`config.mk`:
```
export PLATFORM = sky130hd
export DESIGN_NAME = msx_ram
export DESIGN_NICKNAME = d
export VERILOG_FILES = /design/src/rtl/core/msx_ram.sv
export SDC_FILE = /design/constraint.sdc
export NUM_CORES = 1
export LEC_CHECK = 0
export BUFFER_PORTS_ARGS = -buffer_cell sky130_fd_sc_hd__buf_2
export CORE_UTILIZATION = 60
export DETAILED_ROUTE_END_ITERATION = 7
export GPL_TIMING_DRIVEN = 0
export PLACE_DENSITY = 0.77
export SYNTH_ARGS = -nofsm -noshare
export SYNTH_HDL_FRONTEND = slang
export SYNTH_SLANG_ARGS = --single-unit
```
`constraint.sdc`:
```
create_clock -name clk -period 8 [get_ports clk]
set_input_delay 1.2 -clock clk [delete_from_list [all_inputs] [get_ports clk]]
set_output_delay 1.2 -clock clk [all_outputs]
set_load 0.03 [all_outputs]
```
`src/rtl/core/msx_ram.sv`:
```
module msx_ram #(
  parameter int WIDTH = 32,
  parameter int DEPTH = 32
) (
  input  logic                     clk,
  input  logic                     we,
  input  logic [$clog2(DEPTH)-1:0] waddr,
  input  logic [WIDTH-1:0]         wdata,
  input  logic [$clog2(DEPTH)-1:0] raddr,
  output logic [WIDTH-1:0]         rdata
);

  logic [WIDTH-1:0] mem [DEPTH];

  always_ff @(posedge clk) begin
    if (we) begin
      mem[waddr] <= wdata;
    end
    rdata <= mem[raddr];
  end

endmodule

```
==> summary.txt <==
Outcome
  – Status: finished clean

Clock network
  – CTS Hold Bufs: 0
  – H-tree levels: 3
  – Cts bufs inserted: 98
  – Setup repair bufs after CTS: 0
  – CTS resizes: 0
  – CTS Sinks: 1,056
  – CTS tree: yes
  – Max clock buf depth: 3
  – Root Driver: clkbuf_16
  – Clock Pin Slew Worst Setup and Hold Paths: 0.06 ns
  – Clk_lat worst skew: 0.64 ns

Yosys
  – Post-Syn Area per Cell: 17.91 µm²
  – Warnings, synthesis: 0
  – Top post-synthesis cells by area: edfxtp_1 (76%), mux2i_1 (13%), a22oi_1 (1.8%)
  – Area leader, netlist: edfxtp_1
  – Cell variety after synth: 25
  – Post-synth top area share: 0.7595
  – Most common cell in the synthesized netlist: edfxtp_1
  – Synthesized area: 40,490 µm²
  – Flops & latches, synth: 1,056
  – Asr flop ratio synth: 0
  – Most used DFF post-synth: edfxtp_1
  – Synth Instances: 2,260
  – Register area share after synthesis: 0.7754
  – Synth top cells by count: edfxtp_1 (1,024), mux2i_1 (512), nand2_1 (98), nand3_1 (98)
  – Post-Synthesis Net Count: 2,304
  – EDFF count, synth: 1,024

Timing
  – Post-route clock period utilization: 0.3630
  – Pins Over Slew Limit: 0
  – Slew @ Worst Pin: 1.060 ns
  – Skew final: 0.02059 ns
  – # setup viols final: 0
  – RSZ-0062 raised after global routing: no
  – Final worst path period need: 2.904 ns
  – Relative slew slack: 0.2936
  – Fmax: 344.3 MHz
  – Final worst slack: 5.096 ns
  – Fin Setup TNS: 0 ns
  – Hold Violations, Final: 0

Routing
  – Iter 0 DRT Violations: 2,539
  – Post-route ant nets: 0
  – Vias: 21,770
  – Final wirelength: 95.29 mm
  – Via/cell ratio: 6.387
  – DRC: 0
  – Avg WL per Cell: 27.96 µm
  – First-pass iteration count of the detailed router: 6

GRT
  – Initial antenna violation count: 5
  – GRT Total Usage: 0.2801
  – Largest net degree at the start of global routing: 33
  – Grt total ovfl: 0
  – Global-route wire length before repair: 138.2 mm
  – Vias in the first global route: 21,920

Power and ir drop
  – Total power: 0.01161 W
  – Leak Pwr: 16.21 nW
  – PD cells: 251.3 nW/µm²
  – Worst vdd ir: 140.5 µV

Critical path
  – Worst EP required: 8.47 ns
  – Slowest CP cell: a31oi_1
  – Worst path cell trace: buf_2 -> nor2_1 -> buf_2 -> clkbuf_1 -> a22o_1 -> nor3_1 -> a31oi_1 -> nand3_1
  – Critical path class: in2reg
  – Worst path arrival time: 3.37 ns
  – CP endpoint kind: flop
  – CP dominant cell by count: buf_2
  – CP Launch Type: input port
  – CP Max Fanout: 10
  – Worst path max stage delay: 0.55 ns

Die
  – Initial core utilization: 0.6114
  – Die area: 68,520 µm²
  – Height of the die: 261.8 µm
  – Die width: 261.8 µm
  – Row count: 94
  – # IOs: 76
  – Core ar.: 66,220 µm²

Job
  – Maximum capacitance violations: 0

Layout
  – # diodes: 0
  – Nets@finish: 2,510
  – Register area: 31,390 µm²
  – Multi-input logic area: 8582 µm²
  – Layout cells sized above 1: 0.1423
  – Fillcell total: 3,923
  – Area growth from synthesis to layout: 14.12%

Placement
  – I/O Buffers: 74
  – Hpwl dp: 60.09 mm
  – Global placer's final weighted congestion: 0.8697
  – Setup WS pre-CTS: 4.516 ns

Hold path
  – Hold Path Class: reg2reg
[final timing paths]
path / start / end / slack, ns / cells after the start
max reg2reg: mem[0][6]$_DFFE_PP_ / rdata[6]$_DFF_P_ / 6.28 / 5
min: mem[11][13]$_DFFE_PP_ / rdata[13]$_DFF_P_ / 0.60 / 4
max: raddr[1] / rdata[6]$_DFF_P_ / 5.10 / 8
min reg2reg: mem[11][13]$_DFFE_PP_ / rdata[13]$_DFF_P_ / 0.60 / 4
[power by group]
group | total (W) | switching (W) | internal [W]
Combinational | 0.000659 | 0.000461 | 0.000198
Sequential | 0.00617 | 0.0000227 | 0.00615
Clock | 0.00478 | 0.00194 | 0.00284
[final cells by class]
| class | count | area share |
|---|---|---|
| flip-flops and latches | 1056 | 0.6794 |
| multi-input cells | 1077 | 0.1857 |
| clock buffers | 132 | 0.05917 |
| well taps | 864 | 0.02340 |
| repair buffers | 106 | 0.02334 |
| plain buffers | 127 | 0.01630 |
| clock inverters | 46 | 0.01265 |
[cell families (layout without fill, tap and decap cells)]
family | Yosys count | count (layout) | synth area share
DFF | 1056 | 1056 | 0.7753
muxes | 512 | 512 | 0.1266
AOI/OAI and AO/OA | 288 | 288 | 0.04846
and+or+nand+nor | 277 | 277 | 0.03100
buffers and inverters | 127 | 411 | 0.01860
[worst max-delay path, delay by kind of cell]
| kind | cells | cell delay, ns |
|---|---|---|
| buf+inv | 3 | 0.93 |
| compound gates | 2 | 0.80 |
| simple gates | 3 | 0.42 |
[layer usage]
layer,GRT usage,share of wire
met2,0.4739,0.50
met1,0.3644,0.38
met5,0,0.00065
met4,0.09528,0.030
met3,0.05594,0.093
[flip-flops by register name, indices dropped and copies added, names as in the netlist]
register and cells:
mem 1024, rdata 32
[per-stage QoR]
step | area, µm² | util | hold WS, ns | instances
after CTS | 46200 | 0.6978 | 0.6061 | 3408
after detailed placement | 42880 | 0.6477 | 0.5818 | 3230
after global placement | 41940 | 0.6333 | 0.5874 | 3198
final | 46200 | 0.6978 | 0.5998 | 3408
after floorplan | 40490 | - | 0.5529 | 2260
after global routing | 46200 | 0.6978 | 0.6487 | 3408
[cell usage in the layout, fill, tap and decap left out, types with 2 or more instances in the layout]
cell type and instances:
edfxtp_1 1024, mux2i_1 512, clkbuf_16 101, buf_2 100, nand2_1 98, nand3_1 98
a22oi_1 96, a21oi_1 96, clkbuf_1 68, a22o_1 64, buf_4 33, nor3_1 32
a31oi_1 32, nor2_4 32, dfxtp_1 32, buf_12 23, buf_6 15, bufinv_16 14
clkinv_2 14, clkinv_1 12, clkbuf_8 9, buf_16 9, buf_1 5, nand3b_1 5
or3b_2 3, clkinvlp_4 3, nor2_1 2, nand2b_1 2, clkbuf_4 2, inv_6 2
No activity file was read; power rests on OpenSTA's default activity.
