`config.mk`:
```
export PLATFORM = sky130hd
export DESIGN_NAME = msx_muldiv
export DESIGN_NICKNAME = d
export VERILOG_FILES = /design/src/rtl/core/msx_pkg.sv /design/src/rtl/core/msx_muldiv.sv
export SDC_FILE = /design/constraint.sdc
export NUM_CORES = 1
export LEC_CHECK = 0
export ABC_AREA = 1
export CORE_UTILIZATION = 50
export CTS_CLUSTER_DIAMETER = 50
export CTS_CLUSTER_SIZE = 28
export DETAILED_ROUTE_END_ITERATION = 12
export DONT_BUFFER_PORTS = 1
export SYNTH_ARGS = -nofsm -noshare
export SYNTH_HDL_FRONTEND = slang
export SYNTH_SLANG_ARGS = --single-unit
```
`constraint.sdc`:
```
create_clock -name clk -period 3.45 [get_ports clk]
set_input_delay 0.1725 -clock clk [delete_from_list [all_inputs] [get_ports clk]]
set_output_delay 0.1725 -clock clk [all_outputs]
set_load 0.03 [all_outputs]
```
`src/rtl/core/msx_pkg.sv`:
```
package msx_pkg;

  localparam logic [31:0] DATA_BASE = 32'h1000_0000;
  localparam logic [31:0] GP_INIT   = 32'h1000_8000;
  localparam logic [31:0] PC_INIT   = 32'h0040_0000;

  // writer window depth; distances travel in a 4-bit field
  localparam int WINDOW_DEPTH = 8;

  // primary opcodes
  localparam logic [5:0] OP_SPECIAL = 6'h00;
  localparam logic [5:0] OP_J       = 6'h02;
  localparam logic [5:0] OP_JAL     = 6'h03;
  localparam logic [5:0] OP_BEQ     = 6'h04;
  localparam logic [5:0] OP_BNE     = 6'h05;
  localparam logic [5:0] OP_ADDIU   = 6'h09;
  localparam logic [5:0] OP_ANDI    = 6'h0c;
  localparam logic [5:0] OP_LUI     = 6'h0f;
  localparam logic [5:0] OP_TRAP    = 6'h1a;
  localparam logic [5:0] OP_LW      = 6'h23;
  localparam logic [5:0] OP_SW      = 6'h2b;

  // function codes
  localparam logic [5:0] FN_SLL  = 6'h00;
  localparam logic [5:0] FN_SRA  = 6'h03;
  localparam logic [5:0] FN_JR   = 6'h08;
  localparam logic [5:0] FN_MFHI = 6'h10;
  localparam logic [5:0] FN_MFLO = 6'h12;
  localparam logic [5:0] FN_MULT = 6'h18;
  localparam logic [5:0] FN_DIV  = 6'h1a;
  localparam logic [5:0] FN_ADDU = 6'h21;
  localparam logic [5:0] FN_SUBU = 6'h23;
  localparam logic [5:0] FN_SLT  = 6'h2a;

  // trap codes
  localparam logic [3:0] TR_NEWLINE = 4'h0;
  localparam logic [3:0] TR_PRINT   = 4'h1;
  localparam logic [3:0] TR_READ    = 4'h5;
  localparam logic [3:0] TR_HALT    = 4'ha;

  localparam logic [1:0] PK_NONE    = 2'd0;
  localparam logic [1:0] PK_NEWLINE = 2'd1;
  localparam logic [1:0] PK_INT     = 2'd2;
  localparam logic [1:0] PK_PROMPT  = 2'd3;

  localparam logic [4:0] REG_RA = 5'd31;

  typedef enum logic [2:0] {
    ST_OK, ST_HALT, ST_BAD_INSTR, ST_BAD_TRAP, ST_DIV_ZERO, ST_UNALIGNED, ST_RANGE
  } status_t;

  typedef enum logic [2:0] {
    S_CLEAR, S_IDLE, S_EXEC, S_MEM_CHK, S_MEM_RD, S_MULDIV, S_FINISH
  } fsm_t;

  typedef enum logic {MD_MUL, MD_DIV} md_op_t;

  typedef struct packed {
    logic [31:0] npc;
    status_t     st;
    logic [1:0]  pk;
    logic [31:0] pv;
    logic [3:0]  dr;
    logic [3:0]  dt;
    logic [5:0]  cyc_inc;
    logic        br_inc;
    logic        mem_inc;
    logic [1:0]  zero_inc;
    logic [1:0]  acc_inc;
    logic        ins_inc;
    logic        push_en;
    logic [4:0]  push_reg;
    logic        gw_en;
    logic [4:0]  gw_addr;
    logic [31:0] gw_data;
    logic        hl_en;
    logic [31:0] hi;
    logic [31:0] lo;
    logic [31:0] ea;
    logic [31:0] sdata;
    logic        is_lw;
  } pend_t;

endpackage

```
`src/rtl/core/msx_muldiv.sv`:
```
module msx_muldiv (
  input  logic            clk,
  input  logic            rst_n,
  input  logic            start,
  input  msx_pkg::md_op_t op,
  input  logic [31:0]     a,
  input  logic [31:0]     b,
  output logic            done,
  output logic [31:0]     hi,
  output logic [31:0]     lo
);
  import msx_pkg::*;

  logic        busy_r, busy_nxt;
  logic        fin_r, fin_nxt;
  logic [4:0]  cnt_r, cnt_nxt;
  logic [63:0] p_r, p_nxt;
  logic [31:0] mc_r, mc_nxt;
  logic        negq_r, negq_nxt;
  logic        negr_r, negr_nxt;
  md_op_t      op_r, op_nxt;

  logic [31:0] ma, mb;
  logic [32:0] msum, rem_sh, diff;
  logic [63:0] prod;

  always_comb begin
    ma = a[31] ? 32'(0 - a) : a;
    mb = b[31] ? 32'(0 - b) : b;
    msum   = {1'b0, p_r[63:32]} + (p_r[0] ? {1'b0, mc_r} : 33'd0);
    rem_sh = {p_r[63:32], p_r[31]};
    diff   = rem_sh - {1'b0, mc_r};

    busy_nxt = busy_r;
    fin_nxt  = 1'b0;
    cnt_nxt  = cnt_r;
    p_nxt    = p_r;
    mc_nxt   = mc_r;
    negq_nxt = negq_r;
    negr_nxt = negr_r;
    op_nxt   = op_r;
    if (start) begin
      busy_nxt = 1'b1;
      cnt_nxt  = '0;
      p_nxt    = {32'd0, ma};
      mc_nxt   = mb;
      negq_nxt = a[31] ^ b[31];
      negr_nxt = a[31];
      op_nxt   = op;
    end else if (busy_r) begin
      // one bit of multiplier or quotient per cycle
      if (op_r == MD_MUL) begin
        p_nxt = {msum, p_r[31:1]};
      end else if (!diff[32]) begin
        p_nxt = {diff[31:0], p_r[30:0], 1'b1};
      end else begin
        p_nxt = {rem_sh[31:0], p_r[30:0], 1'b0};
      end
      cnt_nxt = cnt_r + 5'd1;
      if (cnt_r == 5'd31) begin
        busy_nxt = 1'b0;
        fin_nxt  = 1'b1;
      end
    end
  end

  always_ff @(posedge clk) begin
    if (!rst_n) begin
      busy_r <= 1'b0;
      fin_r  <= 1'b0;
    end else begin
      busy_r <= busy_nxt;
      fin_r  <= fin_nxt;
    end
    cnt_r  <= cnt_nxt;
    p_r    <= p_nxt;
    mc_r   <= mc_nxt;
    negq_r <= negq_nxt;
    negr_r <= negr_nxt;
    op_r   <= op_nxt;
  end

  always_comb begin
    prod = negq_r ? 64'(0 - p_r) : p_r;
    if (op_r == MD_MUL) begin
      hi = prod[63:32];
      lo = prod[31:0];
    end else begin
      lo = negq_r ? 32'(0 - p_r[31:0]) : p_r[31:0];
      hi = negr_r ? 32'(0 - p_r[63:32]) : p_r[63:32];
    end
  end

  assign done = fin_r;

endmodule

```
==> flow_summary.toml, run 1 <==
[outcome]
status = "finished, final reports clean"

[setup_path]
r2r_cells = 18
slowest_delay_ps = 380
worstSetupStartpoint = "p_r[1]$_DFFE_PP_"
cp_common_cell = "nand2_1"
rr_endpoint = "p_r[60]$_SDFFE_PP0P_"
arrival_ps = 3060
reg2reg_from = "p_r[0]$_DFFE_PP_"
required_ps = 3280
ff2ff_setup_slack_ps = 380
path_max_fanout = 6
path_delay_family = "simple AND/OR/NAND/NOR gates"
path_class = "reg2out"
startpoint_type = "flop"
end_kind = "output pin"
path_cells = "inv_1 -> ha_2 -> nand3_1 -> nor2_2 -> nand2_1 -> nand2_1 -> o21ai_1 -> nor2_1 -> o21ai_1 -> nor2_1 -> o211ai_1 -> nand2_1 -> nand2_1 -> nand2_1 -> buf_12"
cp_num_buf_inv = 2
crit_slowest_cell = "edfxtp_1"

[synth]
synth.avg_cell_area_um2 = 5.72
yosys_warnings = 0
synth_top_cell_by_area = "nand2_1"
seq_area_frac_synth_pct = 20.1
synthAdderAreaFrac_pct = 6.59
synthSimpleGateAreaFrac_pct = 38.2
synth_area_um2 = 13900
ys_ff_latch = 106
synth_top_area_share_pct = 20.3
yosys.cell_types.count = 50
synth_compound_area_share_pct = 15.3
synthMuxAreaShare_pct = 0
syn_inst = 2428
synthFlopType = "edfxtp_1"
synth_fp_nets = 2568
synth-xor-area-share_pct = 7.12
yosys-top-cells-area = "nand2_1, edfxtp_1, inv_1"
synth_edf_count = 67
synth_async_sr_flop_share_pct = 0
synth_top_family_by_area = "simple AND/OR/NAND/NOR gates"

[place]
place.gp.congestion = 1.04
port_buffers = 0
dp_hpwl_um = 43400
dp_slack_ps = 531

[drt]
vias = 16100
drt_iter0_markers = 2096
routed_wl_um = 53800
avgViaCountPerCell = 5.66
drt-wirelength-per-cell_um = 18.9
ant_nets = 0
drc = 0
firstDrtPassIters = 7

[sta]
finClkSkew_ps = 22.6
max-slew-margin-rel_pct = 24.2
hold_viol_final = 0
min_period_ps = 3230
finalSetupTns_ps = 0
worstMarginPinSlew_ps = 1120
slew_violations = 0
fin_crit_sh_pct = 93.7
setup_viol = 0
setup_slack_ps = 216
whs_ps = 1.32
rsz0062_at_grt = "false"
fmax_mhz = 309

[power]
finalPower_uw = 5720
leakagePower_uw = 0.00796
power_per_cell_area_nw_per_um2 = 376
ir_drop_uv = 258

[floorplanning]
die-height_um = 169
core_area_um2 = 27100
die_width_um = 169
io_pins = 133
die_area_um2 = 28500
initial_utilization_pct = 51.3
std_cell_rows = 60

[cells_and_area]
nets = 2607
final_common_cell = "nand2_1"
antenna_cells = 0
final_cell_mix = "nand2_1, inv_1, nor2_1"
syn_to_final_growth_pct = 9.36
drive_gt1_share_pct = 5.66

[global_route]
grt_usage_pct = 37.8
grt.overflow.total = 0
grt_first_pass_wirelength_um = 82100
grt_pass1_vias = 14600
grt_max_degree = 119
grt_antenna_before_repair = 1

[clock_tree]
cts_buffer_depth = 2
cts_made_buffers = 9
clk_pin_slew_ps = 100
htree_levels = 3
root_buffer = "clkbuf_16"
cts_tree = "yes"
cts_sinks = 106
clk_latency_ps = 380

[min_path]
hold_depth = 1
min_from = "b[25]"
min_to = "mc_r[25]$_DFFE_PP_"
hold_class = "in2reg"

[job]
drv_cap = 0
## state kept, by name (all words and copies together), names as in the netlist
signal  count
op_r        1
mc_r       32
negq_r      1
negr_r      1
busy_r      1
p_r        64
done        1
cnt_r       5
## worst max-delay path by stage
stage | end | slack, ps | cells after the start
detailed placement | p_r[60]$_SDFFE_PP0P_ | 530 | 17
CTS | hi[12] | 150 | 15
finish | hi[12] | 220 | 15
global placement | p_r[60]$_SDFFE_PP0P_ | 590 | 17
floorplan | hi[6] | 830 | 11
global route | hi[12] | 10 | 15
## final cells by class
| class | count | area, um^2 |
|---|---|---|
| clock buffers | 9 | 225 |
| clock inverters | 7 | 86.3 |
| fillers | 2847 | 11900 |
| inverters | 389 | 1460 |
| multi-input cells | 1862 | 9350 |
| flip-flops and latches | 106 | 2790 |
| well taps | 372 | 465 |
| repair buffers | 99 | 818 |
## layer usage
layer  global-route usage, %  up-vias  share of wire (%)
li1                        -     7850                  -
met1                    55.7     7297                 46
met2                    53.6      847                 39
met3                    8.39      110                 11
met4                    12.8        2                3.8
met5                       0        -              0.017
## kinds of logic (layout without fill, tap and decap cells)
family                   count (synthesis)  count (layout)
flip-flops                             106             106
AND/OR/NAND/NOR                       1274            1274
XOR/XNOR                               113             113
buffers and inverters                  460             504
AO/OA/AOI/OAI                          403             403
adder cells (fa/ha/maj)                 72              72
## report_power, final
| group | switching (uW) | leakage, uW | internal [uW] |
|---|---|---|---|
| sequential | 180 | 0.000986 | 1500 |
| clock | 630 | 0.000151 | 527 |
| combinational | 2020 | 0.00682 | 871 |
## worst register-to-register path, delay by kind of cell, from the launching register on
kind,cells,cell delay [ps]
AOI/OAI and AO/OA,1,460
DFF,1,440
buffers and inverters,5,670
and+or+nand+nor,11,1000
adders and majority gates,1,410
## synth_stat cells (3+ instances only)
cell type,number
dfxtp_1,39
nor3_2,4
nand4_1,39
o21ai_0,179
a31oi_1,9
clkinv_1,3
buf_2,3
xnor2_1,15
o31ai_1,6
nor4_1,10
nor2_1,243
edfxtp_1,67
inv_2,9
a21o_1,7
o211ai_1,5
ha_1,70
or2_2,7
buf_1,10
nor3_1,32
o41ai_1,3
a21oi_1,156
nand2_2,5
xor2_1,98
nand2_1,753
o21bai_1,4
buf_4,3
inv_1,377
clkbuf_1,53
and2_1,4
nand3_1,148
o21ai_1,22
nand3b_1,14
nor2_2,8
## timing repair
action,4_1_cts,5_1_grt
endpoints found under the setup margin,0,3
hold buffers,15,1
endpoints found under the hold margin,52,1
gates resized for setup,0,1
buffers inserted,0,2
## metrics by stage
stage / area [um^2] / instances / utilization (%)
finish: 15200 / 2844 / 56.1
global route: 15200 / 2844 / 56.1
CTS: 15200 / 2841 / 56.0
detailed placement: 14700 / 2810 / 54.2
global placement: 14700 / 2810 / 54.2
floorplan: 13900 / 2428 / -
No activity file was read; power rests on OpenSTA's default activity.
==> run 2, diff against run 1 <==
- CTS_BUF_LIST: default -> sky130_fd_sc_hd__clkbuf_8
==> flow_summary.toml, run 2 (synthesized netlist as in run 1, its figures left out) <==
[drt]
drt_iter0_markers = 1868
avgViaCountPerCell = 5.65
drc = 0
firstDrtPassIters = 8
drt-wirelength-per-cell_um = 18.8
vias = 16200
routed_wl_um = 53900
ant_nets = 0

[setup_path]
reg2reg_from = "p_r[0]$_DFFE_PP_"
startpoint_type = "flop"
slowest_delay_ps = 560
path_cells = "nor2_1 -> nand3_1 -> nor2_1 -> nand2_2 -> nor3_1 -> nand3_1 -> a21oi_1 -> o21ai_0 -> nand2_1"
path_max_fanout = 7
crit_slowest_cell = "edfxtp_1"
end_kind = "output pin"
arrival_ps = 3090
path_class = "reg2out"
worstSetupStartpoint = "p_r[12]$_DFFE_PP_"
required_ps = 3280

[place]
place.gp.congestion = 1.04
dpl_cell_area_um2 = 14700
port_buffers = 0
placed_cells = 2810
dp_hpwl_um = 43400

[floorplanning]
die_width_um = 169
core_area_um2 = 27100
initial_utilization_pct = 51.3
io_pins = 133
die-height_um = 169
std_cell_rows = 60
die_area_um2 = 28500

[sta]
finalSetupTns_ps = 0
slew_violations = 0
min_period_ps = 3260
setup_viol = 0
fin_crit_sh_pct = 94.5
rsz0062_at_grt = "false"
finClkSkew_ps = 40.6
max-slew-margin-rel_pct = 24.4
worstMarginPinSlew_ps = 1120
fmax_mhz = 307
hold_viol_final = 0

[clock_tree]
clk_pin_slew_ps = 160
htree_levels = 3
cts_made_buffers = 9
cts_buffer_depth = 2
cts_sinks = 106
cts_tree = "yes"
clk_latency_ps = 430
root_buffer = "clkbuf_8"

[cells_and_area]
finish.utilization_pct = 56.6
syn_to_final_growth_pct = 10.3
final_cell_mix = "nand2_1, inv_1, nor2_1"
nets = 2629
largest-register = "p_r"
final_common_cell = "nand2_1"
antenna_cells = 0
drive_gt1_share_pct = 5.61
top_regs = "p_r: 64 flops, mc_r: 32 flops, cnt_r: 5 flops"
final_cell_area_um2 = 15300
largest_reg_flops = 64
fin_cells = 2866

[global_route]
grt_max_degree = 119
grt.overflow.total = 0
grt_usage_pct = 38.0
grt_antenna_before_repair = 1
grt_first_pass_wirelength_um = 82700
grt_pass1_vias = 14700

[power]
power_per_cell_area_nw_per_um2 = 357
leakagePower_uw = 0.00801
ir_drop_uv = 255
finalPower_uw = 5470

[min_path]
min_from = "a[25]"
hold_class = "in2reg"

[outcome]
status = "finished, final reports clean"

[job]
drv_cap = 0
## run 2: changes by cell type in the layout (fill, tap and decap cells not counted), sizes merged
cell / previous run / this run
dlygate4sd3: 15 / 37
## run 2: metal layers
| layer | routed length (um) | part of all wire (%) | GRT usage [%] |
|---|---|---|---|
| met1 | 24500 | 45 | 55.7 |
| met2 | 21200 | 39 | 54.5 |
| met3 | 6350 | 12 | 8.58 |
| met4 | 1850 | 3.4 | 12.1 |
| met5 | 9 | 0.017 | 0 |
## run 2: what timing repair did
| item | 4_1_cts | 5_1_grt |
|---|---|---|
| hold buffers | 37 | 1 |
| gates resized for setup | 0 | 2 |
| setup endpoints to repair | 0 | 5 |
| hold endpoints to repair | 75 | 1 |
| setup buffers | 0 | 2 |
## run 2: critical path, delay by kind of cell, from the launching register on
family           cells  cell delay [ps]
flip-flops           1              560
AND/OR/NAND/NOR      7             1840
AO/OA/AOI/OAI        2              260
## run 2: layout make-up
type	count	area, um^2
clock buffer	9	124
clock inverter	7	86.3
fill	2823	11800
inverter	389	1460
multi-input combinational	1862	9360
sequential	106	2790
tap	372	465
timing repair buffer	121	1040
## run 2: worst paths after layout
kind / to / slack [ps] / cells after the start
worst max-delay path: hi[27] / 190 / 9
worst min register to register: cnt_r[4]$_SDFFE_PP0P_ / 510 / 1
worst max register to register: p_r[60]$_SDFFE_PP0P_ / 320 / 18
worst min-delay path: p_r[25]$_DFFE_PP_ / 10 / 2
## run 2: per-stage QoR
step,worst slack (ps),hold slack (ps)
6_report,190,13.8
5_1_grt,21.3,13.6
4_1_cts,80.5,1.90
3_5_place_dp,531,271
3_3_place_gp,593,271
2_1_floorplan,829,271
## run 2: report_power, final
| part | internal [uW] | switching [uW] |
|---|---|---|
| logic | 889 | 2020 |
| registers | 1500 | 179 |
| clock network | 298 | 588 |
| total | 2680 | 2790 |
==> run 3, diff against run 2 <==
- PLACE_DENSITY: default -> 0.77
==> flow_summary.toml, run 3 (synthesized netlist as in run 1, its figures left out) <==
[drt]
ant_nets = 0
drt-wirelength-per-cell_um = 19.2
drc = 0
vias = 16400
drt_iter0_markers = 2097
avgViaCountPerCell = 5.75
routed_wl_um = 54800
firstDrtPassIters = 6

[place]
place.gp.congestion = 1.05
dp_slack_ps = 425
dp_hpwl_um = 44200
port_buffers = 0
placed_cells = 2805

[sta]
hold_viol_final = 0
rsz0062_at_grt = "false"
slew_violations = 0
finClkSkew_ps = 33.8
worstMarginPinSlew_ps = 1130
finalSetupTns_ps = 0
max-slew-margin-rel_pct = 23.7
fmax_mhz = 307
setup_slack_ps = 193
min_period_ps = 3260
fin_crit_sh_pct = 94.4
setup_viol = 0

[cells_and_area]
finish.utilization_pct = 56.3
largest_reg_flops = 64
nets = 2619
drive_gt1_share_pct = 5.60
final_common_cell = "nand2_1"
largest-register = "p_r"
top_regs = "p_r: 64 flops, mc_r: 32 flops, cnt_r: 5 flops"
antenna_cells = 0
syn_to_final_growth_pct = 9.73
final_cell_mix = "nand2_1, inv_1, nor2_1"
fin_cells = 2856

[setup_path]
path_max_fanout = 6
slowest_delay_ps = 490
required_ps = 3280
arrival_ps = 3080
cp_common_cell = "nand3_1"
crit_slowest_cell = "edfxtp_1"
end_kind = "output pin"
path_cells = "inv_2 -> ha_2 -> nand3_1 -> nor2_2 -> nand3_1 -> or2_1 -> o21ai_1 -> nand2_1 -> o21ai_2 -> xor2_1 -> buf_4"
startpoint_type = "flop"
path_class = "reg2out"

[min_path]
hold_class = "in2reg"

[clock_tree]
cts_tree = "yes"
htree_levels = 3
clk_pin_slew_ps = 150
root_buffer = "clkbuf_8"
cts_sinks = 106
clk_latency_ps = 420
cts_made_buffers = 9
cts_buffer_depth = 2

[power]
ir_drop_uv = 271
power_per_cell_area_nw_per_um2 = 360
leakagePower_uw = 0.00797
finalPower_uw = 5500

[global_route]
grt_pass1_vias = 14800
grt_max_degree = 69
grt_usage_pct = 38.2
grt_first_pass_wirelength_um = 83400
grt.overflow.total = 0
grt_antenna_before_repair = 0

[floorplanning]
die_area_um2 = 28500
core_area_um2 = 27100
std_cell_rows = 60
die-height_um = 169
die_width_um = 169
io_pins = 133
initial_utilization_pct = 51.3

[outcome]
status = "finished, final reports clean"

[job]
drv_cap = 0
run 3: changes by cell type in the layout (fill, tap and decap cells not counted), sizes merged:
cell | previous run | this run
dlygate4sd3 | 37 | 31
buf | 84 | 80
clkinv | 6 | 7
inv | 390 | 389
run 3: worst paths after layout:
| path | from | to | slack, ps | depth (start not counted) |
|---|---|---|---|---|
| worst min-delay path | b[29] | mc_r[29]$_DFFE_PP_ | 6 | 2 |
| worst max register to register | p_r[31]$_DFFE_PP_ | p_r[41]$_SDFFE_PP0P_ | 210 | 19 |
| worst max-delay path | p_r[0]$_DFFE_PP_ | hi[6] | 190 | 11 |
| worst min register to register | cnt_r[4]$_SDFFE_PP0P_ | cnt_r[4]$_SDFFE_PP0P_ | 510 | 1 |
run 3: layout make-up:
type | instances | area, um^2
Fill cell | 2812 | 11900
Clock inverter | 7 | 88.8
Inverter | 389 | 1460
Tap cell | 372 | 465
Multi-Input combinational cell | 1862 | 9370
Sequential cell | 106 | 2790
Clock buffer | 9 | 124
Timing Repair Buffer | 111 | 948
run 3: timing repair:
item / 4_1_cts / 5_1_grt
gates resized for setup: 0 / 5
setup buffers: 0 / 3
hold buffers: 32 / 0
hold endpoints to repair: 71 / 0
setup endpoints to repair: 0 / 5
run 3: where the power goes:
| part | switching, uW | leakage (uW) | internal [uW] | total [uW] |
|---|---|---|---|---|
| Combinational | 2030 | 0.00688 | 883 | 2910 |
| Sequential | 204 | 0.000986 | 1500 | 1700 |
| Clock | 591 | 0.000106 | 297 | 888 |
| Total | 2820 | 0.00797 | 2680 | 5500 |
run 3: critical path, delay by kind of cell (launching register included):
family	cells	cell delay [ps]
adders and majority gates	1	250
AOI/OAI and AO/OA	2	430
xor gates and xnor gates	1	180
DFF	1	490
buffers and inverters	2	290
and+or+nand+nor	5	1010
run 3: layer usage:
layer | share of wire, % | GRT usage [%] | routed length, um | vias up
li1 | - | - | - | 7896
met1 | 43 | 55.1 | 23700 | 7464
met2 | 41 | 57.4 | 22700 | 957
met3 | 13 | 7.65 | 7050 | 91
met4 | 2.5 | 10.5 | 1390 | 0
met5 | 0 | 0 | 0 | -
run 3: metrics by stage:
stage | hold slack (ps) | instance area, um^2
2_1_floorplan | 271 | 13900
3_3_place_gp | 271 | 14700
3_5_place_dp | 271 | 14700
4_1_cts | 2.22 | 15200
5_1_grt | 26.4 | 15300
6_report | 6.14 | 15300
